## src/u8d_pkg.sv

```systemverilog
// ----------------------------------------------------------------------------
// u8d_pkg
// Shared types and constants for the UTF-8 stream decoder.
// ----------------------------------------------------------------------------
package u8d_pkg;

  // Field widths
  localparam int unsigned BYTE_W = 8;
  localparam int unsigned CP_W   = 21;
  localparam int unsigned LEN_W  = 3;
  localparam int unsigned TAKE_W = 2;
  localparam int unsigned SEL_W  = 3;

  // Replacement character for bad input
  localparam logic [CP_W-1:0] REPL_CP = 21'h00FFFD;

  // Allowed range codes for the second byte of a sequence
  localparam logic [SEL_W-1:0] RNG_80_BF = 3'd0;
  localparam logic [SEL_W-1:0] RNG_A0_BF = 3'd1;
  localparam logic [SEL_W-1:0] RNG_80_9F = 3'd2;
  localparam logic [SEL_W-1:0] RNG_90_BF = 3'd3;
  localparam logic [SEL_W-1:0] RNG_80_8F = 3'd4;

  // Job queue between the classifier and the result generator
  localparam int unsigned Q_DEPTH = 4;
  localparam int unsigned Q_PTR_W = $clog2(Q_DEPTH);
  localparam int unsigned Q_CNT_W = $clog2(Q_DEPTH + 1);

  // One job: a run of buffered errors, then optionally one final result
  typedef struct packed {
    logic [TAKE_W-1:0] err_cnt;
    logic              has_tail;
    logic [CP_W-1:0]   tail_cp;
    logic [LEN_W-1:0]  tail_len;
    logic              tail_bad;
  } job_t;

endpackage

```

## src/utf8_stream_decoder_top.sv

```systemverilog
// ----------------------------------------------------------------------------
// utf8_stream_decoder_top
// UTF-8 byte stream to code point decoder with replacement on bad input.
// ----------------------------------------------------------------------------
// One byte is taken per cycle whenever the four-entry job queue has room.
// The classifier turns each byte that yields results into a job at once;
// the result generator then sends one result per cycle while the output
// is not stalled; a byte yields up to four (a failed four-byte sequence).
// Jobs are registered in the queue, results in the output register. Sustained
// rate is one byte per cycle for streams that give about one result per byte;
// error bursts and output stalls fill the queue and then stall the input.
module utf8_stream_decoder_top (
  input  logic                          clk_i,
  input  logic                          rst_ni,
  input  logic                          in_valid_i,
  output logic                          in_stall_o,
  input  logic [u8d_pkg::BYTE_W-1:0]    in_byte_i,
  output logic                          out_valid_o,
  input  logic                          out_stall_i,
  output logic [u8d_pkg::CP_W-1:0]      code_point_o,
  output logic [u8d_pkg::LEN_W-1:0]     seq_bytes_o,
  output logic                          is_invalid_o,
  output logic                          run_end_o
);

  logic          push, pop, full, nempty;
  u8d_pkg::job_t job, head;

  assign in_stall_o = full;

  // Classifier
  u8d_front u_front (
    .clk_i      (clk_i),
    .rst_ni     (rst_ni),
    .in_valid_i (in_valid_i),
    .in_stall_i (full),
    .in_byte_i  (in_byte_i),
    .push_o     (push),
    .job_o      (job)
  );

  // Job queue
  u8d_queue u_queue (
    .clk_i    (clk_i),
    .rst_ni   (rst_ni),
    .push_i   (push),
    .job_i    (job),
    .pop_i    (pop),
    .full_o   (full),
    .nempty_o (nempty),
    .head_o   (head)
  );

  // Result generator
  u8d_back u_back (
    .clk_i        (clk_i),
    .rst_ni       (rst_ni),
    .head_valid_i (nempty),
    .head_i       (head),
    .pop_o        (pop),
    .out_valid_o  (out_valid_o),
    .out_stall_i  (out_stall_i),
    .code_point_o (code_point_o),
    .seq_bytes_o  (seq_bytes_o),
    .is_invalid_o (is_invalid_o),
    .run_end_o    (run_end_o)
  );

endmodule

```

## src/u8d_front.sv

```systemverilog
// ----------------------------------------------------------------------------
// u8d_front
// Byte classifier: tracks the open sequence; a byte with results makes a job.
// ----------------------------------------------------------------------------
module u8d_front (
  input  logic                            clk_i,
  input  logic                            rst_ni,
  input  logic                            in_valid_i,
  input  logic                            in_stall_i,
  input  logic [u8d_pkg::BYTE_W-1:0]      in_byte_i,
  output logic                            push_o,
  output u8d_pkg::job_t                   job_o
);

  // Sequence state
  logic [u8d_pkg::LEN_W-1:0]  exp_len_q, exp_len_d;
  logic [u8d_pkg::TAKE_W-1:0] taken_q, taken_d;
  logic [u8d_pkg::CP_W-1:0]   acc_q, acc_d;
  logic [u8d_pkg::SEL_W-1:0]  sel_q, sel_d;

  logic [u8d_pkg::BYTE_W-1:0] b;
  logic [u8d_pkg::SEL_W-1:0]  rng_sel;
  logic [u8d_pkg::BYTE_W-1:0] lo, hi;
  logic                       in_rng;
  logic [u8d_pkg::CP_W-1:0]   acc_new;
  logic [u8d_pkg::LEN_W-1:0]  taken_inc;
  logic                       redo;
  logic                       accept;
  u8d_pkg::job_t              job;

  assign b      = in_byte_i;
  assign accept = in_valid_i && !in_stall_i;

  // Range check for a continuation byte; narrowed only on the second byte
  always_comb begin
    rng_sel = (taken_q == 2'd1) ? sel_q : u8d_pkg::RNG_80_BF;
    lo = 8'h80;
    hi = 8'hBF;
    case (rng_sel)
      u8d_pkg::RNG_A0_BF: lo = 8'hA0;
      u8d_pkg::RNG_80_9F: hi = 8'h9F;
      u8d_pkg::RNG_90_BF: lo = 8'h90;
      u8d_pkg::RNG_80_8F: hi = 8'h8F;
      default: ;
    endcase
    in_rng = (b >= lo) && (b <= hi);
  end

  assign acc_new   = {acc_q[u8d_pkg::CP_W-7:0], b[5:0]};
  assign taken_inc = {1'b0, taken_q} + 3'd1;

  // Classification and next sequence state
  always_comb begin
    exp_len_d = exp_len_q;
    taken_d   = taken_q;
    acc_d     = acc_q;
    sel_d     = sel_q;
    job       = '0;
    redo      = 1'b1;

    if (exp_len_q != '0) begin
      if (b == 8'h00) begin
        // end of string: flush buffered bytes as errors
        job.err_cnt = taken_q;
        exp_len_d = '0; taken_d = '0; acc_d = '0; sel_d = u8d_pkg::RNG_80_BF;
        redo = 1'b0;
      end else if (in_rng) begin
        acc_d = acc_new;
        if (taken_inc >= exp_len_q) begin
          job.has_tail = 1'b1;
          job.tail_cp  = acc_new;
          job.tail_len = exp_len_q;
          job.tail_bad = 1'b0;
          exp_len_d = '0; taken_d = '0; acc_d = '0; sel_d = u8d_pkg::RNG_80_BF;
        end else begin
          taken_d = taken_inc[u8d_pkg::TAKE_W-1:0];
        end
        redo = 1'b0;
      end else begin
        // bad continuation: flush, then treat the byte as a lead
        job.err_cnt = taken_q;
        exp_len_d = '0; taken_d = '0; acc_d = '0; sel_d = u8d_pkg::RNG_80_BF;
      end
    end

    if (redo && (b != 8'h00)) begin
      if (b < 8'h80) begin
        job.has_tail = 1'b1;
        job.tail_cp  = {13'd0, b};
        job.tail_len = 3'd1;
        job.tail_bad = 1'b0;
      end else if ((b >= 8'hC2) && (b <= 8'hDF)) begin
        exp_len_d = 3'd2; taken_d = 2'd1;
        acc_d = {16'd0, b[4:0]};
        sel_d = u8d_pkg::RNG_80_BF;
      end else if ((b >= 8'hE0) && (b <= 8'hEF)) begin
        exp_len_d = 3'd3; taken_d = 2'd1;
        acc_d = {17'd0, b[3:0]};
        sel_d = (b == 8'hE0) ? u8d_pkg::RNG_A0_BF :
                (b == 8'hED) ? u8d_pkg::RNG_80_9F : u8d_pkg::RNG_80_BF;
      end else if ((b >= 8'hF0) && (b <= 8'hF4)) begin
        exp_len_d = 3'd4; taken_d = 2'd1;
        acc_d = {18'd0, b[2:0]};
        sel_d = (b == 8'hF0) ? u8d_pkg::RNG_90_BF :
                (b == 8'hF4) ? u8d_pkg::RNG_80_8F : u8d_pkg::RNG_80_BF;
      end else begin
        // invalid lead byte
        job.has_tail = 1'b1;
        job.tail_cp  = u8d_pkg::REPL_CP;
        job.tail_len = 3'd1;
        job.tail_bad = 1'b1;
      end
    end
  end

  assign push_o = accept && ((job.err_cnt != '0) || job.has_tail);
  assign job_o  = job;

  // State registers
  always_ff @(posedge clk_i or negedge rst_ni) begin
    if (!rst_ni) begin
      exp_len_q <= '0;
      taken_q   <= '0;
      acc_q     <= '0;
      sel_q     <= u8d_pkg::RNG_80_BF;
    end else if (accept) begin
      exp_len_q <= exp_len_d;
      taken_q   <= taken_d;
      acc_q     <= acc_d;
      sel_q     <= sel_d;
    end
  end

endmodule

```

## src/u8d_queue.sv

```systemverilog
// ----------------------------------------------------------------------------
// u8d_queue
// Small job FIFO between the classifier and the result generator.
// ----------------------------------------------------------------------------
module u8d_queue (
  input  logic          clk_i,
  input  logic          rst_ni,
  input  logic          push_i,
  input  u8d_pkg::job_t job_i,
  input  logic          pop_i,
  output logic          full_o,
  output logic          nempty_o,
  output u8d_pkg::job_t head_o
);

  u8d_pkg::job_t                 mem_q [u8d_pkg::Q_DEPTH];
  logic [u8d_pkg::Q_PTR_W-1:0]   wr_ptr_q, rd_ptr_q;
  logic [u8d_pkg::Q_CNT_W-1:0]   cnt_q;
  logic                          do_push, do_pop;

  assign full_o   = (cnt_q == u8d_pkg::Q_CNT_W'(u8d_pkg::Q_DEPTH));
  assign nempty_o = (cnt_q != '0);
  assign head_o   = mem_q[rd_ptr_q];
  assign do_push  = push_i && !full_o;
  assign do_pop   = pop_i && nempty_o;

  // Storage, no reset needed
  always_ff @(posedge clk_i) begin
    if (do_push) begin
      mem_q[wr_ptr_q] <= job_i;
    end
  end

  // Pointers and fill count
  always_ff @(posedge clk_i or negedge rst_ni) begin
    if (!rst_ni) begin
      wr_ptr_q <= '0;
      rd_ptr_q <= '0;
      cnt_q    <= '0;
    end else begin
      if (do_push) wr_ptr_q <= wr_ptr_q + u8d_pkg::Q_PTR_W'(1);
      if (do_pop)  rd_ptr_q <= rd_ptr_q + u8d_pkg::Q_PTR_W'(1);
      if (do_push && !do_pop)      cnt_q <= cnt_q + u8d_pkg::Q_CNT_W'(1);
      else if (do_pop && !do_push) cnt_q <= cnt_q - u8d_pkg::Q_CNT_W'(1);
    end
  end

endmodule

```

## src/u8d_back.sv

```systemverilog
// ----------------------------------------------------------------------------
// u8d_back
// Result generator: expands jobs into results, one per cycle unless stalled.
// ----------------------------------------------------------------------------
module u8d_back (
  input  logic                          clk_i,
  input  logic                          rst_ni,
  input  logic                          head_valid_i,
  input  u8d_pkg::job_t                 head_i,
  output logic                          pop_o,
  output logic                          out_valid_o,
  input  logic                          out_stall_i,
  output logic [u8d_pkg::CP_W-1:0]      code_point_o,
  output logic [u8d_pkg::LEN_W-1:0]     seq_bytes_o,
  output logic                          is_invalid_o,
  output logic                          run_end_o
);

  logic [u8d_pkg::TAKE_W-1:0] done_q;
  logic [u8d_pkg::TAKE_W-1:0] err_left;
  logic                       emit_err, last, load;

  logic                       out_valid_q;
  logic [u8d_pkg::CP_W-1:0]   cp_q;
  logic [u8d_pkg::LEN_W-1:0]  len_q;
  logic                       bad_q, end_q;

  // Pick the next result of the head job
  assign err_left = head_i.err_cnt - done_q;
  assign emit_err = (err_left != '0);
  assign last     = emit_err ? ((err_left == 2'd1) && !head_i.has_tail) : 1'b1;
  assign load     = head_valid_i && (!out_valid_q || !out_stall_i);
  assign pop_o    = load && last;

  // Errors emitted so far for the head job
  always_ff @(posedge clk_i or negedge rst_ni) begin
    if (!rst_ni) begin
      done_q <= '0;
    end else if (load) begin
      done_q <= last ? '0 : done_q + 2'd1;
    end
  end

  // Output register
  always_ff @(posedge clk_i or negedge rst_ni) begin
    if (!rst_ni) begin
      out_valid_q <= 1'b0;
    end else if (load) begin
      out_valid_q <= 1'b1;
    end else if (!out_stall_i) begin
      out_valid_q <= 1'b0;
    end
  end

  always_ff @(posedge clk_i) begin
    if (load) begin
      cp_q  <= emit_err ? u8d_pkg::REPL_CP : head_i.tail_cp;
      len_q <= emit_err ? 3'd1 : head_i.tail_len;
      bad_q <= emit_err ? 1'b1 : head_i.tail_bad;
      end_q <= last;
    end
  end

  assign out_valid_o  = out_valid_q;
  assign code_point_o = cp_q;
  assign seq_bytes_o  = len_q;
  assign is_invalid_o = bad_q;
  assign run_end_o    = end_q;

endmodule

```

## config.mk

```make
export PLATFORM = sky130hd
export DESIGN_NAME = utf8_stream_decoder_top
export DESIGN_NICKNAME = d
export VERILOG_FILES = /design/src/u8d_pkg.sv /design/src/utf8_stream_decoder_top.sv /design/src/u8d_front.sv /design/src/u8d_queue.sv /design/src/u8d_back.sv
export SDC_FILE = /design/constraint.sdc
export NUM_CORES = 1
export LEC_CHECK = 0
export BUFFER_PORTS_ARGS = -buffer_cell sky130_fd_sc_hd__buf_4
export CAP_MARGIN = 20
export CELL_PAD_IN_SITES_DETAIL_PLACEMENT = 0
export CELL_PAD_IN_SITES_GLOBAL_PLACEMENT = 2
export CORE_MARGIN = 1
export CORE_UTILIZATION = 49
export CTS_CLUSTER_DIAMETER = 150
export DETAILED_ROUTE_END_ITERATION = 8
export GPL_ROUTABILITY_DRIVEN = 1
export PLACE_DENSITY_LB_ADDON = 0.1
export RECOVER_POWER = 50
export SYNTH_ARGS = -nofsm -noshare
export SYNTH_HDL_FRONTEND = slang
export SYNTH_HIERARCHICAL = 1
export SYNTH_SLANG_ARGS = --single-unit
```

## constraint.sdc

```tcl
create_clock -name clk_i -period 11.6 [get_ports clk_i]
set_clock_uncertainty 0.15 [all_clocks]
set_input_delay 2.32 -clock clk_i [delete_from_list [all_inputs] [get_ports clk_i]]
set_output_delay 2.32 -clock clk_i [all_outputs]
set_load 0.005 [all_outputs]
```

# Word level (Yosys, flattened, before mapping)
# Memories as Yosys holds them, arrays and structs flattened.
# Index checks and enable logic that the tools add are counted.
# word_totals
regBits,65
ramBits,112
input_bits,12
output_inout_bits,28
memories,1
# classes
add_sub_neg,7
order_cmp,10
n_eq_ne,12
muxes,65
reduce_logical,29
# memory_table
name,depth,width,rd,rd_clocked_by_memory_dff,write_ports,line,source
u_queue.mem_q,4,28,1,0,1,u8d_queue.sv:16,u8d_pkg::job_t mem_q [u8d_pkg::Q_DEPTH];
# ops
operator,count
2-to-1 mux 26 bit,8
2-to-1 mux 21 bit,9
2-to-1 mux 3 bit,24
"equality test 8 bit, second input constant",4
2-to-1 mux 28 bit,1
2-to-1 mux 2 bit,13
"greater-or-equal comparator 8 bit, second input constant",3
"<= comparator 8 bit, second input constant",3
case mux 6 bit (2 select lines),2
logical AND 1 bit,14
greater-or-equal comparator 8 bit,1
<= comparator 8 bit,1
logical NOT 8 bit,1
"less-than comparator 8 bit, second input constant",1
2-to-1 mux 1 bit,8
nonzero test 8 bit,1
"adder 2 x 1 -> 2 bit, second input constant",3
"equality test 3 x 2 -> 1 bit, second input constant",2
"equality test 3 bit, second input constant",2
logical NOT 1 bit,6
nonzero test 2 bit,3
nonzero test 3 bit,2
"equality test 2 x 1 -> 1 bit, second input constant",2
"adder 2 x 1 -> 3 bit, second input constant",1
other kinds (7),8

# Depth between registers and ports, before layout
# depth
word_depth,21
depth_mapped,19

# Cells and area by module
# The synthesis kept the hierarchy.
# modules_own_cells
mod,n_inst,cells_each,area_each_um2,seq_area_each_um2
u8d_queue,1,181,4471.8,3538.4
u8d_front,1,187,1735.4,575.6
u8d_back,1,73,1149.9,855.8

# Worst setup path after synthesis
# OpenSTA, ideal clock, no wires.
# synth_path
kind,input to register
from,in in_byte_i[0] in the netlist's numbering
to,reg u_queue/cnt_q[1] in the netlist's numbering
arrival_time_ns,5.034
required_ns,11.325
setup_slack_ns,6.291
path_stages,13
n_path_buf,3
path_cell_list,or4_4 or2_1 a211o_1 buf_6 nor2_8 buf_6 a211oi_1 nor2b_2 buf_6 ha_1 inv_1 fa_1 mux2_2
# synth_between
elab_chain_cells,16
elab_cells_between_ends,38
cone_classes,order compare: 9; mux: 14; reduce/logical: 15
# synth_lines
item,line,source
start: declaration,utf8_stream_decoder_top.sv:17,"input logic [u8d_pkg::BYTE_W-1:0] in_byte_i,"
greater-or-equal comparator 8 bit / <= comparator 8 bit (equally long branches),u8d_front.sv:46,in_rng = (b >= lo) && (b <= hi);
logical AND 1 bit,u8d_front.sv:46,
2-to-1 mux 26 bit,u8d_front.sv:67,end else if (in_rng) begin
2-to-1 mux 26 bit,u8d_front.sv:62,if (b == 8'h00) begin
2-to-1 mux 28 bit,u8d_front.sv:61,if (exp_len_q != '0) begin
2-to-1 mux 26 bit,u8d_front.sv:101,end else if ((b >= 8'hF0) && (b <= 8'hF4)) begin
2-to-1 mux 26 bit,u8d_front.sv:96,end else if ((b >= 8'hE0) && (b <= 8'hEF)) begin
2-to-1 mux 26 bit,u8d_front.sv:92,end else if ((b >= 8'hC2) && (b <= 8'hDF)) begin
(+2 left out),--,
logical OR 1 bit (*),u8d_front.sv:116,assign push_o = accept && ((job.err_cnt != '0) || job.has_tail);
logical AND 1 bit (*),u8d_front.sv:116,
named net push,utf8_stream_decoder_top.sv:26,"logic push, pop, full, nempty;"
logical AND 1 bit (*),u8d_queue.sv:24,assign do_push = push_i && !full_o;
named net u_queue.do_push,u8d_queue.sv:19,"logic do_push, do_pop;"
logical NOT 1 bit,u8d_queue.sv:44,else if (do_pop && !do_push) cnt_q <= cnt_q - u8d_pkg::Q_CNT_W'(1);
logical AND 1 bit,u8d_queue.sv:44,
nonzero test 2 bit (no line),--,
end signal: assignment,u8d_queue.sv:43,if (do_push && !do_pop) cnt_q <= cnt_q + u8d_pkg::Q_CNT_W'(1);
end signal: assignment,u8d_queue.sv:44,
end: declaration,u8d_queue.sv:18,logic [u8d_pkg::Q_CNT_W-1:0] cnt_q;
# Mark *: on every way through the listed nets, which the timed path passes. The rest lies on a longest branch.
# A chain may end at the register's enable or synchronous reset.

# Worst setup path in the final report
# layout_path
from,in in_byte_i[0] in the netlist's numbering
to,reg u_queue/cnt_q[1] in the netlist's numbering
# layout_between
elab_chain_cells,16
elab_cells_between_ends,38
cone_classes,order compare: 9; mux: 14; reduce/logical: 15
# layout_lines
item,line,source
greater-or-equal comparator 8 bit / <= comparator 8 bit (equally long branches),u8d_front.sv:46,
logical AND 1 bit,u8d_front.sv:46,
2-to-1 mux 26 bit,u8d_front.sv:67,
2-to-1 mux 26 bit,u8d_front.sv:62,
2-to-1 mux 28 bit,u8d_front.sv:61,
2-to-1 mux 26 bit,u8d_front.sv:101,
2-to-1 mux 26 bit,u8d_front.sv:96,
2-to-1 mux 26 bit,u8d_front.sv:92,
2-to-1 mux 26 bit,u8d_front.sv:87,if (b < 8'h80) begin
2-to-1 mux 26 bit,u8d_front.sv:86,if (redo && (b != 8'h00)) begin
logical OR 1 bit (*),u8d_front.sv:116,
logical AND 1 bit (*),u8d_front.sv:116,
named net push,utf8_stream_decoder_top.sv:26,
logical AND 1 bit (*),u8d_queue.sv:24,
logical NOT 1 bit,u8d_queue.sv:44,
logical AND 1 bit,u8d_queue.sv:44,
nonzero test 2 bit (no line),--,
# Marked as above.

==> results <==
- Data arrives at the worst endpoint at around 6.0 ns.
- The overall die area is 15510 um^2.
- Compared with the post-synthesis result, the final layout area differs by 11.34%.
- The worst hold path class is reg2reg.
- The number of setup violations in the final report is 0.
- The number of nets with antenna violations after routing is 0.
- Dividing the final minimum period by the clock period gives 50.10%.
- For this run, design rule violations remaining after detail routing come to 0.
- The number of nets produced by synthesis is 469.
- Of the post-synthesis cell area, the dominant cell type holds 56.33%.
- Headroom to the max-slew limit came out at -73.03%.
- The die boundary width is 124.5 um.
- Setup repair after global routing left no endpoint under its margin.
- The initial antenna violation count is 0.
- edfxtp_1 takes more of the synthesized area than any other cell.
- The synthesized instance count is 441.
- The region available for standard cell placement spans 14590 um^2.
- Using the TritonRoute via totals, the vias-per-cell ratio works out to 5.802.
- Post-CTS repair changed the size of 0 cells.
- The H-tree depth reported by CTS is 4.
- Once the floorplan was initialized, standard cells occupied 50.43% of the core.
- Global routing used approximately a fifth of the available tracks across all layers.
- The most common flop cell mapped by yosys is edfxtp_1.
- For this design the static power due to leakage is around 0.003 uW.
- The first global-routing pass estimated 22530 um of wire.
- The via count of the first global-routing pass is 3956.
- The largest stage delay on the critical path is 0.76 ns.
- For the pin with the worst max-slew slack, the measured transition is 2.595 ns.
- The number of antenna cells inserted is 0.
- The number of slew-limit violations in the final report came to 65.
- The cell area that synthesis handed to floorplanning was between 7000 and 8000 um^2.
- The clock-pin slew on the worst setup and hold paths is 0.06 ns.
- The worst setup path is captured at a register.
- The number of synthesized flops with an enable pin is 138.
- The maximum resistive drop on vdd is 112.8 uV.
- TritonCTS created 17 clock buffers.
- The iteration-0 DRC count of the detailed router is around 290.
- The final wirelength is 14280 um.
- The routed layout has 3922 vias.
- Walking the worst path, the cells encountered are clkbuf_1 > or4_1 > or2_0 > a211o_1 > nor2_1 > a211oi_1 > nor2b_2 > ha_1 > inv_1 > fa_1 > mux2_2.
- In the final design database the tool counted 508 nets.
- The routability congestion estimate from global placement is ~0.81.
- The run finished, with violations left.
- The mean instance size in the synthesized netlist is ~17 um^2.
- The final total power is 2052 uW.
- The share of the Yosys chip area taken by registers is 67.55%.
- The largest driver fanout on the critical path is 13.
- At the worst endpoint, the required time is 11.76 ns.
- The cell type of the slowest stage on the worst timing path is nor2_1.
- The critical path is of the in2reg type.
- Ranked by total cell area, the synthesized netlist is headed by edfxtp_1, dfrtp_1, mux4_2.
- The worst slack on hold paths is 0.3356 ns.
- The number of warnings reported in the yosys synthesis log is 6.
- The hold-fix buffer count after cts is 0.
- At the placement stage, the worst setup path has a slack of ~5.6 ns.
- The count of maximum capacitance violations is 2.
- In this run the deepest clock path goes through 2 buffers.
- Once routing completed, OpenROAD measured the worst setup slack at 5.789 ns.
- The library cell used as clock root buffer is clkbuf_16.
- The count of boundary I/O pins is 40.
- In this run the power density over the cells is roughly 250 nW/um^2.
- The floorplan has 44 rows.
- CTS saw around 170 sinks.
- STA classifies the critical path startpoint as an input pin.
- After detailed routing, the average wire length per cell comes to 21.12 um.
- The number of buffers added on ports is 39.
- Timing would allow up to 172.1 MHz.
- Entering global routing, the biggest net connects 34 pins.
- Detailed placement ended at an HPWL of 8982 um.
- The number of hold-slack violations in the final timing report is 0.
- The CTS tree is yes.
- The final reports fail on capacitance limit, slew limit.
- In this run, synthesis produced a sequential element count of around 170.
- Post-CTS timing repair inserted 0 buffers for setup.
- In this run the vertical extent of the chip is 124.5 um.
- At the later pin of the worst-skew pair, clock insertion delay measures 0.42 ns.
- The share of layout cells above drive strength 1 is 20.73%.
- The sum of overflow across all layers after global routing is 0.
- The count of TritonRoute iterations in the first routing pass is 4.
- The clock period minus final worst setup slack is 5.811 ns.
- Counting distinct cell types in the post-synthesis netlist gives 63.
- The setup TNS is 0 ns.
- The share of synthesized flip-flops with an asynchronous set or reset is 19.30%.
## registers in the layout (all words and copies together) (netlist names), 2 cells and up
signal               count
u_back/code_point_o     21
u_back/done_q            2
u_back/seq_bytes_o       3
u_front/acc_q           15
u_front/exp_len_q        3
u_front/sel_q            3
u_front/taken_q          2
u_queue/cnt_q            3
u_queue/mem_q          112
u_queue/rd_ptr_q         2
u_queue/wr_ptr_q         2
## cell usage after synthesis (all sizes together) (9+ instances only)
master,count
ha,15
edfxtp,138
nand2b,21
a21o,18
and2,13
dfrtp,33
buf,17
and3,14
nor2,9
nand2,9
o21ai,12
a32o,14
mux4,28
inv,14
a21oi,11
## worst max-delay path, delay by kind of cell
kind / cells / cell delay [ns]
and+or+nand+nor: 4 / 1.92
adders and majority gates: 2 / 0.67
AOI/OAI and AO/OA: 2 / 0.57
muxes: 1 / 0.26
buffers and inverters: 2 / 0.23
## per-layer routing
| metal | wire, um | track usage, % |
|---|---|---|
| met1 | 6441 | 25.30 |
| met2 | 7184 | 32.30 |
| met3 | 365 | 3.866 |
| met4 | 288 | 7.796 |
| met5 | 0 | 0 |
## power by group
| group | leakage [uW] | internal, uW | switching (uW) |
|---|---|---|---|
| clock network | 0.000235 | 267 | 215 |
| registers | 0.00168 | 862 | 58.5 |
| logic | 0.00108 | 294 | 356 |
## stage by stage
| step | instance area (um^2) | instances | utilization, % |
|---|---|---|---|
| after global placement | 7754 | 644 | 53.15 |
| after floorplan | 7357 | 441 | - |
| after CTS | 8247 | 675 | 56.53 |
| after global routing | 8192 | 676 | 56.15 |
| after detailed placement | 7754 | 644 | 53.15 |
| final | 8192 | 676 | 56.15 |
## area by class of cell
cell class                 count  area, um^2
fill                        1146        6397
sequential                   171        4972
multi-input combinational    233        2132
clock buffer                  20       436.7
timing repair buffer          43       311.5
tap                          184       230.2
clock inverter                11       56.30
inverter                      14       52.55
## cell usage in the layout, fill, tap and decap left out, types with 12 or more instances in the layout
cell | Yosys | routed
edfxtp_1 | 138 | 138
dfrtp_1 | 33 | 31
clkbuf_4 | 0 | 28
mux4_2 | 28 | 28
nand2b_1 | 21 | 21
a21o_1 | 18 | 18
clkbuf_16 | 0 | 17
ha_1 | 15 | 15
inv_1 | 14 | 14
and3_1 | 14 | 14
a32o_1 | 14 | 14
buf_4 | 3 | 12
## cells by family (layout without fill, tap and decap cells)
kind of cell	Yosys count	after routing	synth area share (%)
simple gates	98	98	8.504
compound gates	81	81	8.283
xor+xnor	8	8	1.139
flops	171	171	67.55
mux	30	30	8.928
buf+inv	37	88	2.772
fa+ha+maj	16	16	2.823
## path summary, 6_finish.rpt
check                                                 from                               to  slack [ns]  depth (start not counted)
min in group asynchronous                           rst_ni  u_queue/rd_ptr_q[0]$_DFFE_PN0P_        2.28                          1
max in group asynchronous                           rst_ni  u_queue/rd_ptr_q[1]$_DFFE_PN0P_        7.77                          1
max                                           in_byte_i[0]     u_queue/cnt_q[1]$_DFFE_PN0P_        5.79                         11
min                           u_queue/cnt_q[2]$_DFFE_PN0P_     u_queue/cnt_q[2]$_DFFE_PN0P_        0.34                          1
min reg2reg                   u_queue/cnt_q[2]$_DFFE_PN0P_     u_queue/cnt_q[2]$_DFFE_PN0P_        0.34                          1
max reg2reg                u_queue/rd_ptr_q[0]$_DFFE_PN0P_     u_queue/cnt_q[2]$_DFFE_PN0P_        6.10                         14
Power figures use the tool's default switching activity.
